### config.mk
export PLATFORM = sky130hd
export DESIGN_NAME = pad_fifo
export DESIGN_NICKNAME = d
export VERILOG_FILES = /design/src/sv/pad_pkg.sv /design/src/sv/pad_fifo.sv
export SDC_FILE = /design/constraint.sdc
export NUM_CORES = 1
export LEC_CHECK = 0
export ABC_AREA = 1
export BUFFER_PORTS_ARGS = -buffer_cell sky130_fd_sc_hd__buf_2
export CAP_MARGIN = 20
export CELL_PAD_IN_SITES_DETAIL_PLACEMENT = 0
export CELL_PAD_IN_SITES_GLOBAL_PLACEMENT = 1
export CORE_MARGIN = 5
export CORE_UTILIZATION = 35
export CTS_BUF_LIST = sky130_fd_sc_hd__clkbuf_4
export CTS_CLUSTER_DIAMETER = 50
export DETAILED_ROUTE_END_ITERATION = 6
export PLACE_DENSITY_LB_ADDON = 0.1
export RECOVER_POWER = 50
export SYNTH_ARGS = -nofsm -noshare
export SYNTH_HDL_FRONTEND = slang
export SYNTH_SLANG_ARGS = --single-unit
### constraint.sdc
create_clock -name i_clk -period 4.6 [get_ports i_clk]
set_clock_uncertainty 0.05 [all_clocks]
set_input_delay 1.38 -clock i_clk [delete_from_list [all_inputs] [get_ports i_clk]]
set_output_delay 1.38 -clock i_clk [all_outputs]
set_load 0.005 [all_outputs]
### src/sv/pad_pkg.sv
// Package for the peer address directory: action and status codes, the
// classified command that travels from front to back, and the state encodings.
// No dependencies.
`default_nettype none

package pad_pkg;

    // Request actions as they arrive on the command port.
    localparam logic [2:0] ACT_ADDR_REQ = 3'd0;
    localparam logic [2:0] ACT_LOOKUP   = 3'd1;
    localparam logic [2:0] ACT_DESTRUCT = 3'd2;
    localparam logic [2:0] ACT_CTX_INIT = 3'd5;
    localparam logic [2:0] ACT_CTX_REQ  = 3'd6;

    // Reply status codes.
    localparam logic [2:0] ST_NUMBER = 3'd0;
    localparam logic [2:0] ST_RETRY  = 3'd1;
    localparam logic [2:0] ST_ACK    = 3'd2;
    localparam logic [2:0] ST_EMPTY  = 3'd3;
    localparam logic [2:0] ST_FULL   = 3'd4;

    // Command queue between front and back.
    localparam int Q_DEPTH = 2;

    // Work kinds after classification by the front.
    typedef enum logic [2:0] {
        K_ADDR,
        K_LOOKUP,
        K_INIT,
        K_CREQ,
        K_FULL,
        K_RETRY,
        K_EMPTY
    } t_kind;

    typedef struct packed {
        t_kind       kind;
        logic [8:0]  size;
        logic [3:0]  group;
        logic [31:0] handle;
        logic [7:0]  peer;
    } t_cmd;

    typedef enum logic {
        S_IDLE,
        S_EXEC
    } t_back_state;

endpackage

`default_nettype wire

### src/sv/pad_fifo.sv
// Two-entry command queue between the front and the back.
// Depends on pad_pkg.
`default_nettype none

module pad_fifo
    import pad_pkg::*;
(
    input  wire logic i_clk,
    input  wire logic i_rst_n,
    input  wire logic i_push,
    input  wire t_cmd i_cmd,
    input  wire logic i_pop,
    output t_cmd      o_cmd,
    output logic      o_empty,
    output logic      o_full
);

    t_cmd       r_mem [0:Q_DEPTH-1];
    logic       r_wptr;
    logic       r_rptr;
    logic [1:0] r_count;
    logic [1:0] n_count;

    assign o_cmd   = r_mem[r_rptr];
    assign o_empty = (r_count == 2'd0);
    assign o_full  = (r_count == 2'(Q_DEPTH));

    always_comb begin
        n_count = r_count;
        if (i_push && !i_pop) begin
            n_count = r_count + 2'd1;
        end else if (!i_push && i_pop) begin
            n_count = r_count - 2'd1;
        end
    end

    always_ff @(posedge i_clk) begin
        if (!i_rst_n) begin
            r_wptr  <= 1'b0;
            r_rptr  <= 1'b0;
            r_count <= 2'd0;
        end else begin
            if (i_push) begin
                r_wptr <= ~r_wptr;
            end
            if (i_pop) begin
                r_rptr <= ~r_rptr;
            end
            r_count <= n_count;
        end
    end

    always_ff @(posedge i_clk) begin
        if (i_push) begin
            r_mem[r_wptr] <= i_cmd;
        end
    end

endmodule

`default_nettype wire

==> flow_metrics.env, run 1 <==
export IMPL_num_rows=41
export IMPL_critPathRequiredTime_ns=3.17
export IMPL_start_util_pct=35.4
export IMPL_die_w_um=123
export IMPL_io_pins=118
export IMPL_cts_resized=0
export IMPL_cp_max_fo=56
export IMPL_place_congestion=0.720
export IMPL_cp_num_cells=2
export IMPL_drt_met1_wl_um=3370
export IMPL_drtPass1Iterations=4
export IMPL_insertion_delay_ns=0.48
export IMPL_cts_root_buffer="clkbuf_4"
export IMPL_yosysUniqueCellTypes=14
export IMPL_endpoint_kind="output pin"
export IMPL_synthToLayoutAreaGrowth_pct=21.1
export IMPL_layout_common_cells="112 x edfxtp_1, 89 x buf_2, 40 x mux2_4"
export IMPL_avgSynthCellArea_um2=21.2
export IMPL_grt_max_degree=57
export IMPL_via_count=2223
export IMPL_outcome="finished clean"
export IMPL_dieHeight_um=123
export IMPL_stdcell_area_um2=5370
export IMPL_fin_crit_sh_pct=76.3
export IMPL_die_area_um2=15000
export IMPL_syn_nets=270
export IMPL_cp_buffers_inverters=1
export IMPL_synthCells=209
export IMPL_ir_drop_mv=0.154
export IMPL_holdPathStages=2
export IMPL_cts_sinks=117
export IMPL_via_per_inst=4.23
export IMPL_final_core_util_pct=42.9
export IMPL_critPathKind="reg -> out"
export IMPL_cts_max_level=4
export IMPL_cts_setup_buffers=0
export IMPL_numPortBuffers=117
export IMPL_drc=0
export IMPL_start_kind="flop"
export IMPL_rsz0062_at_grt="no"
export IMPL_gr_total_overflow=0
export IMPL_fmax_mhz=285
export IMPL_track_usage_pct=11.6
export IMPL_core_area_um2=12500
export IMPL_cts_inserted_buffers=17
export IMPL_antenna_cells=0
export IMPL_ant_nets=0
export IMPL_fin_tns_setup_ns=0
export IMPL_drv_slew=0
export IMPL_leakage_nw=2.07
export IMPL_antenna_found_initial=0
export IMPL_clockBufferDepth=2
export IMPL_power_density_nw_per_um2=378
export IMPL_crit_chain="mux2_2 -> buf_2"
export IMPL_min_period_ns=3.51
export IMPL_clk_pin_slew_ns=0.09
export IMPL_relSlewSlack_pct=10.3
export IMPL_drtIter0Drc=66
export IMPL_crit_family="flip-flops"
export IMPL_final_common_cell="edfxtp_1"
export IMPL_topRoutingLayerUsed="met4"
export IMPL_first_global_vias=2477
export IMPL_r2r_cells=2
export IMPL_fin_nets=404
export IMPL_arrival_ns=2.08
export IMPL_netlist_area_um2=4430
export IMPL_ys_warn_count=0
export IMPL_slowest_stage="dfxtp_4"
export IMPL_dpl_instance_area_um2=5210
export IMPL_cts_tree="built"
export IMPL_yosysSeqAreaShare_pct=78.1
export IMPL_route_met3_wl_um=615
export IMPL_hp_class="reg -> reg"
export IMPL_grt_pass1_wl_um=12600
export IMPL_hold_viol_final=0
export IMPL_setup_viol=0
export IMPL_cap_violations=0
export IMPL_cts_hold_repair_buffers=0
export IMPL_wl_met2_um=4210
export IMPL_ys_ff_latch=117
export IMPL_cpPeakStageDelay_ns=1.02
export IMPL_wl_um=8320
export IMPL_tightest_slew_ns=1.34
export IMPL_wl_per_cell_um=15.8
export IMPL_drive_above_1_share_pct=50.3
export IMPL_hpwl_um=5440
==> routing by layer <==
metal	global-route usage [%]	vias to the layer above
li1	-	1072
met1	13.2	1072
met2	18.8	70
met3	4.98	9
met4	5.67	0
met5	0	-
==> path summary, 6_finish.rpt <==
check	startpoint	endpoint	slack (ns)
max reg2reg	r_wptr	r_mem[0][35]	2.18
min reg2reg	r_rptr	flop	0.45
max	flop	o_cmd[55]	1.09
min	r_rptr	flop	0.45
==> cell families (layout without fill, tap and decap cells) <==
family / after synthesis / after routing / share of synthesized area [%]
compound gates: 2 / 2 / 0.226
fa+ha+maj: 1 / 1 / 0.282
buf+inv: 14 / 159 / 2.06
flops: 117 / 117 / 78.1
mux: 56 / 56 / 17.6
simple gates: 19 / 19 / 1.69
==> power breakdown <==
part | internal [W] | switching, W
registers | 0.00123 | 0.0000331
clock network | 0.000229 | 0.000341
logic | 0.000114 | 0.0000836
==> metrics by stage <==
| stage | worst slack (ns) | total power [W] | hold slack [ns] | instances |
|---|---|---|---|---|
| after floorplan | 0.308 | 0.00140 | 0.413 | 209 |
| after global placement | 1.57 | 0.00149 | 0.428 | 496 |
| after detailed placement | 1.55 | 0.00150 | 0.430 | 496 |
| after CTS | 0.980 | 0.00207 | 0.453 | 526 |
| after global routing | 0.920 | 0.00214 | 0.506 | 526 |
| final | 1.09 | 0.00203 | 0.454 | 526 |
==> final cells by class <==
cell class	instances	area (um2)
clock buffers	22	165
clock inverters	8	37.5
repair buffers	121	577
multi-input cells	78	878
flip-flops and latches	117	3470
inverters	8	30.0
well taps	172	215
fillers	1186	7150
==> worst reg2reg max path, stage by stage (launching register included) <==
cell	delay, ns
dfxtp_1	0.34
nor2_1	0.59
clkbuf_1	1.05
==> state kept, by name, summed over array words and instances (netlist names), named ones only <==
signal	flops
r_wptr	1
r_rptr	1
r_count	2
r_mem	112
==> cells in the mapped netlist <==
cell / number / area, um2
nand4_1: 1 / 6.26
dfxtp_1: 5 / 100
edfxtp_1: 112 / 3360
o21ai_0: 1 / 5.00
ha_1: 1 / 12.5
mux2_4: 40 / 601
nand2_1: 8 / 30.0
mux2_2: 16 / 180
a21oi_1: 1 / 5.00
nand3_1: 1 / 5.00
buf_6: 5 / 56.3
inv_1: 8 / 30.0
nor2_1: 9 / 33.8
buf_2: 1 / 5.00
No activity file was read; power rests on OpenSTA's default activity.
==> run 2: changes to the inputs <==
Settings changed: ABC_AREA 1 to 0.
Clock period 4.6 ns to 3.36 ns, I/O delays scaled along.
==> run 2 against run 1 <==
Net effect: the flow now finishes with violations (max-capacitance violations, max-slew violations); area after synthesis decreased by 3.7%; sequential share of layout area rose by 2.2 points; synthesized cell count shrank 6.2%; setup slack worse by 0.53 ns; worst hold slack improved by 0.0062 ns; critical path type unchanged; largest power group unchanged.
==> flow_metrics.env, run 2 <==
export IMPL_setup_viol=0
export IMPL_cts_sinks=117
export IMPL_cts_resized=0
export IMPL_drv_slew=88
export IMPL_num_rows=40
export IMPL_grt_pass1_wl_um=12700
export IMPL_synthArstFlopShare_pct=0
export IMPL_wl_per_cell_um=16.5
export IMPL_antenna_cells=0
export IMPL_critPathKind="reg -> out"
export IMPL_cts_max_level=4
export IMPL_gr_usage_met3_pct=5.94
export IMPL_antenna_found_initial=0
export IMPL_avgSynthCellArea_um2=21.8
export IMPL_p_sw_w=0.000611
export IMPL_cp_max_fo=33
export IMPL_power_density_nw_per_um2=531
export IMPL_ys_ff_latch=117
export IMPL_failed_checks="max-capacitance violations, max-slew violations"
export IMPL_num_fill_cells=1130
export IMPL_critPathRequiredTime_ns=2.30
export IMPL_die_area_um2=14500
export IMPL_syn_nets=257
export IMPL_place_congestion=0.696
export IMPL_ir_drop_mv=0.300
export IMPL_start_kind="flop"
export IMPL_io_pins=118
export IMPL_via_count=2180
export IMPL_yosysSeqAreaShare_pct=81.1
export IMPL_clockBufferDepth=2
export IMPL_cts_inserted_buffers=17
export IMPL_core_area_um2=12000
export IMPL_outcome="finished, violations left"
export IMPL_drtIter0Drc=74
export IMPL_drc=0
export IMPL_synthCells=196
export IMPL_drive_above_1_share_pct=50.6
export IMPL_layout_common_cells="112 x edfxtp_1, 86 x buf_2, 56 x mux2_2"
export IMPL_netlist_area_um2=4270
export IMPL_gr_total_overflow=0
export IMPL_track_usage_pct=11.9
export IMPL_fin_crit_sh_pct=83.2
export IMPL_largest_reg_flops=112
export IMPL_final_common_cell="edfxtp_1"
export IMPL_dieHeight_um=120
export IMPL_die_w_um=120
export IMPL_setup_ws_ns=0.563
export IMPL_grt_max_degree=57
export IMPL_yosysTopAreaCell="edfxtp_1"
export IMPL_hp_class="reg -> reg"
export IMPL_synth_most_common_cell="edfxtp_1"
export IMPL_synth_top_area_share_pct=78.8
export IMPL_min_period_ns=2.80
export IMPL_synth_area_leaders="edfxtp_1 79%, mux2_2 15%, dfxtp_1 2.3%"
export IMPL_arrival_ns=1.74
export IMPL_cts_root_buffer="clkbuf_4"
export IMPL_cts_hold_repair_buffers=0
export IMPL_cap_violations=2
export IMPL_reg_top3="r_mem x112, r_count x2"
export IMPL_fin_nets=392
export IMPL_synth_common_cells="112 x edfxtp_1, 56 x mux2_2, 5 x dfxtp_1"
export IMPL_use_met2_pct=19.6
export IMPL_gr_max_usage_layer="met2"
export IMPL_regMostFlops="r_mem"
export IMPL_cts_setup_buffers=0
export IMPL_synthToLayoutAreaGrowth_pct=21.5
export IMPL_switching_share_pct=22.2
export IMPL_insertion_delay_ns=0.47
export IMPL_p_int_w=0.00215
export IMPL_sequentialPowerShare_pct=61.7
export IMPL_yosysUniqueCellTypes=18
export IMPL_synth_top_flop_cell="edfxtp_1"
export IMPL_drtPass1Iterations=4
export IMPL_synth_enable_flop_cells=112
export IMPL_relSlewSlack_pct=-19.3
export IMPL_clk_pin_slew_ns=0.09
export IMPL_hold_viol_final=0
export IMPL_clkPwrFrac_pct=27.6
export IMPL_via_per_inst=4.44
export IMPL_wl_um=8120
export IMPL_comb_power_share_pct=10.7
export IMPL_ys_warn_count=0
export IMPL_first_global_vias=2415
export IMPL_use_met1_pct=13.2
export IMPL_endpoint_kind="output pin"
export IMPL_rsz0062_at_grt="no"
export IMPL_fmax_mhz=358
export IMPL_leakage_nw=1.88
export IMPL_tightest_slew_ns=1.79
export IMPL_start_util_pct=35.6
export IMPL_hpwl_um=5330
export IMPL_cts_tree="built"
export IMPL_dp_slack_ns=1.03
export IMPL_ant_nets=0
export IMPL_fin_tns_setup_ns=0
export IMPL_numPortBuffers=117
-- run 2: cell types whose count changed after synthesis, moves of 2 or more --
cell,previous run,this run
mux2_2,16,56
nor2b_1,0,2
nand2_1,8,0
inv_1,8,1
and2_1,0,4
mux2_4,40,0
xor2_1,0,2
nor2_1,9,1
-- run 2: per-stage QoR --
stage	instance area, um2	hold slack [ns]	total power [W]	std cells	util, %
CTS	5250	0.469	0.00282	491	43.7
finish	5190	0.460	0.00276	491	43.2
detailed placement	5040	0.454	0.00205	459	42.0
floorplan	4270	0.416	0.00190	196	-
global route	5190	0.513	0.00293	491	43.2
global placement	5040	0.438	0.00204	459	42.0
-- run 2: cell type report --
cell class	instances	area, um2	share of cell area [%]
well taps	147	184	3.54
repair buffers	122	578	11.1
flip-flops and latches	117	3460	66.8
clock buffers	22	165	3.18
inverters	1	3.75	0.0723
clock inverters	10	40.0	0.771
multi-input cells	72	754	14.5
-- run 2: worst max-delay path: stages (launching register included) --
cell,delay [ns]
dfxtp_2,0.33
buf_4,0.38
mux2_2,0.40
buf_2,0.13
-- run 2: logic make-up after synthesis --
family	share of synthesized area, %
adders and majority gates	0.293
xor gates and xnor gates	0.615
muxes	14.8
DFF	81.1
and+or+nand+nor	1.32
AOI/OAI and AO/OA	0.469
buffers and inverters	1.44
-- run 2: path summary, 6_finish.rpt --
kind,startpoint,endpoint,slack (ns),depth (start not counted)
max,flop,o_cmd[27],0.56,3
min,r_count[1],r_count[1],0.46,2
max reg2reg,r_wptr,r_mem[0][6],1.15,2
min reg2reg,r_count[1],r_count[1],0.46,2
-- run 2: per-layer routing --
metal,wire (um),vias up
li1,-,1041
met1,3260,1066
met2,4130,67
met3,634,6
met4,91,0
met5,0,-
-- run 2: power groups by stage --
stage	registers (W)	clock network (W)	logic, W
after CTS	0.00170	0.000800	0.000317
after global placement	0.00173	0	0.000313
after detailed placement	0.00173	0	0.000315
final	0.00170	0.000760	0.000296
after global routing	0.00171	0.000890	0.000330
after floorplan	0.00173	0	0.000167
==> run 3: changes to the inputs <==
Clock period 3.36 ns to 2.3 ns, I/O delays scaled along.
==> run 3 against run 2 <==
Net effect: the run ends with negative setup slack left; setup slack got worse by 0.59 ns; critical endpoint is now o_cmd[44]; sequential cell count unchanged; worst hold slack got worse by 0.12 ns.
==> flow_metrics.env, run 3 (synthesis results as in run 2) <==
export IMPL_reg_top3="r_mem x112, r_count x2"
export IMPL_gr_total_overflow=0
export IMPL_fin_crit_sh_pct=101
export IMPL_io_pins=118
export IMPL_cp_buffers_inverters=2
export IMPL_dieHeight_um=120
export IMPL_cts_inserted_buffers=17
export IMPL_dp_slack_ns=0.428
export IMPL_hp_class="in -> reg"
export IMPL_crit_family="flip-flops"
export IMPL_drtIter0Drc=81
export IMPL_critPathKind="reg -> out"
export IMPL_via_count=2267
export IMPL_crit_chain="buf_12 -> mux2_2 -> buf_2"
export IMPL_first_global_vias=2469
export IMPL_arrival_ns=1.59
export IMPL_ir_drop_mv=0.409
export IMPL_grt_pass1_wl_um=12900
export IMPL_num_fill_cells=1077
export IMPL_wl_per_cell_um=16.9
export IMPL_regArea_um2=3470
export IMPL_layout_common_cells="112 x edfxtp_1, 63 x buf_2, 37 x mux2_2"
export IMPL_cts_hold_repair_buffers=0
export IMPL_numPortBuffers=117
export IMPL_synthToLayoutAreaGrowth_pct=31.7
export IMPL_regMostFlops="r_mem"
export IMPL_cts_max_level=4
export IMPL_failed_checks="negative setup slack"
export IMPL_num_rows=40
export IMPL_outcome="finished, violations left"
export IMPL_place_congestion=0.680
export IMPL_antenna_found_initial=0
export IMPL_setup_ws_ns=-0.0254
export IMPL_cap_violations=0
export IMPL_ant_nets=0
export IMPL_start_kind="flop"
export IMPL_clockBufferDepth=2
export IMPL_fin_nets=395
export IMPL_relSlewSlack_pct=76.2
export IMPL_via_per_inst=4.60
export IMPL_cts_root_buffer="clkbuf_4"
export IMPL_slowest_stage="dfxtp_4"
export IMPL_final_common_cell="edfxtp_1"
export IMPL_critPathRequiredTime_ns=1.56
export IMPL_start_util_pct=35.6
export IMPL_rsz0062_at_grt="yes"
export IMPL_hpwl_um=5460
export IMPL_clk_pin_slew_ns=0.10
export IMPL_wl_um=8340
export IMPL_fin_tns_setup_ns=-0.256
export IMPL_power_density_nw_per_um2=875
export IMPL_largest_reg_flops=112
export IMPL_drc=0
export IMPL_hold_viol_final=0
export IMPL_core_area_um2=12000
export IMPL_fmax_mhz=430
export IMPL_cts_sinks=117
export IMPL_cts_tree="built"
export IMPL_r2r_start="r_wptr"
export IMPL_leakage_nw=2.10
export IMPL_die_area_um2=14500
export IMPL_drv_slew=0
export IMPL_antenna_cells=0
export IMPL_cpPeakStageDelay_ns=0.41
export IMPL_drive_above_1_share_pct=51.7
export IMPL_drtPass1Iterations=4
export IMPL_tightest_slew_ns=0.357
export IMPL_insertion_delay_ns=0.47
export IMPL_endpoint_kind="output pin"
export IMPL_min_period_ns=2.33
export IMPL_setup_viol=27
export IMPL_hold_start="i_cmd[55]"
export IMPL_track_usage_pct=12.0
export IMPL_cp_max_fo=22
export IMPL_multi_input_area_um2=826
export IMPL_grt_max_degree=33
export IMPL_die_w_um=120
==> run 3: cell count changes in the layout (fill, tap and decap cells not counted), sizes merged <==
| cell | before | now |
|---|---|---|
| bufinv | 0 | 7 |
| clkinv | 10 | 5 |
==> run 3: report_power, final <==
part           switching [W]  total (W)  internal (W)
Combinational       0.000227   0.000528      0.000301
Clock               0.000708    0.00191       0.00120
Sequential         0.0000342    0.00249       0.00246
==> run 3: worst paths after layout <==
path | to | slack, ns | cells after the start
setup / recovery | o_cmd[44] | -0.03 | 3
hold / removal | r_mem[1][55] | 0.34 | 1
setup reg to reg | r_mem[1][31] | 1.04 | 2
hold reg to reg | r_count[1] | 0.47 | 2
==> run 3: per-stage QoR <==
stage               hold slack [ns]  power (W)  instances  instance area (um2)  utilization, %
global placement              0.456    0.00300        461                 5070            42.2
finish                        0.337    0.00492        493                 5630            46.8
detailed placement            0.468    0.00300        461                 5070            42.2
CTS                           0.274    0.00497        493                 5570            46.4
global route                  0.250    0.00516        493                 5630            46.8
floorplan                     0.416    0.00277        196                 4280               -
==> run 3: final cells by class <==
cell class              instances  area share, %
clock buffers                  19           2.54
inverters                       1         0.0667
clock inverters                12           4.14
well taps                     147           3.27
repair buffers                125           13.7
multi-input cells              72           14.7
flip-flops and latches        117           61.6
==> run 3: per-layer routing <==
layer | share of wire, % | up-vias | track usage [%]
li1 | - | 1044 | -
met4 | 1.0 | 0 | 4.89
met2 | 50 | 81 | 19.2
met1 | 42 | 1134 | 14.0
met3 | 7.5 | 8 | 5.47
met5 | 0 | - | 0
==> run 3: what timing repair did <==
| action | CTS | global route |
|---|---|---|
| cloned | 1 | 0 |
| endpoints found under the setup margin | 56 | 56 |
| pin swaps | 0 | 0 |
| setup buffers | 0 | 0 |
| gates resized for setup | 22 | 19 |
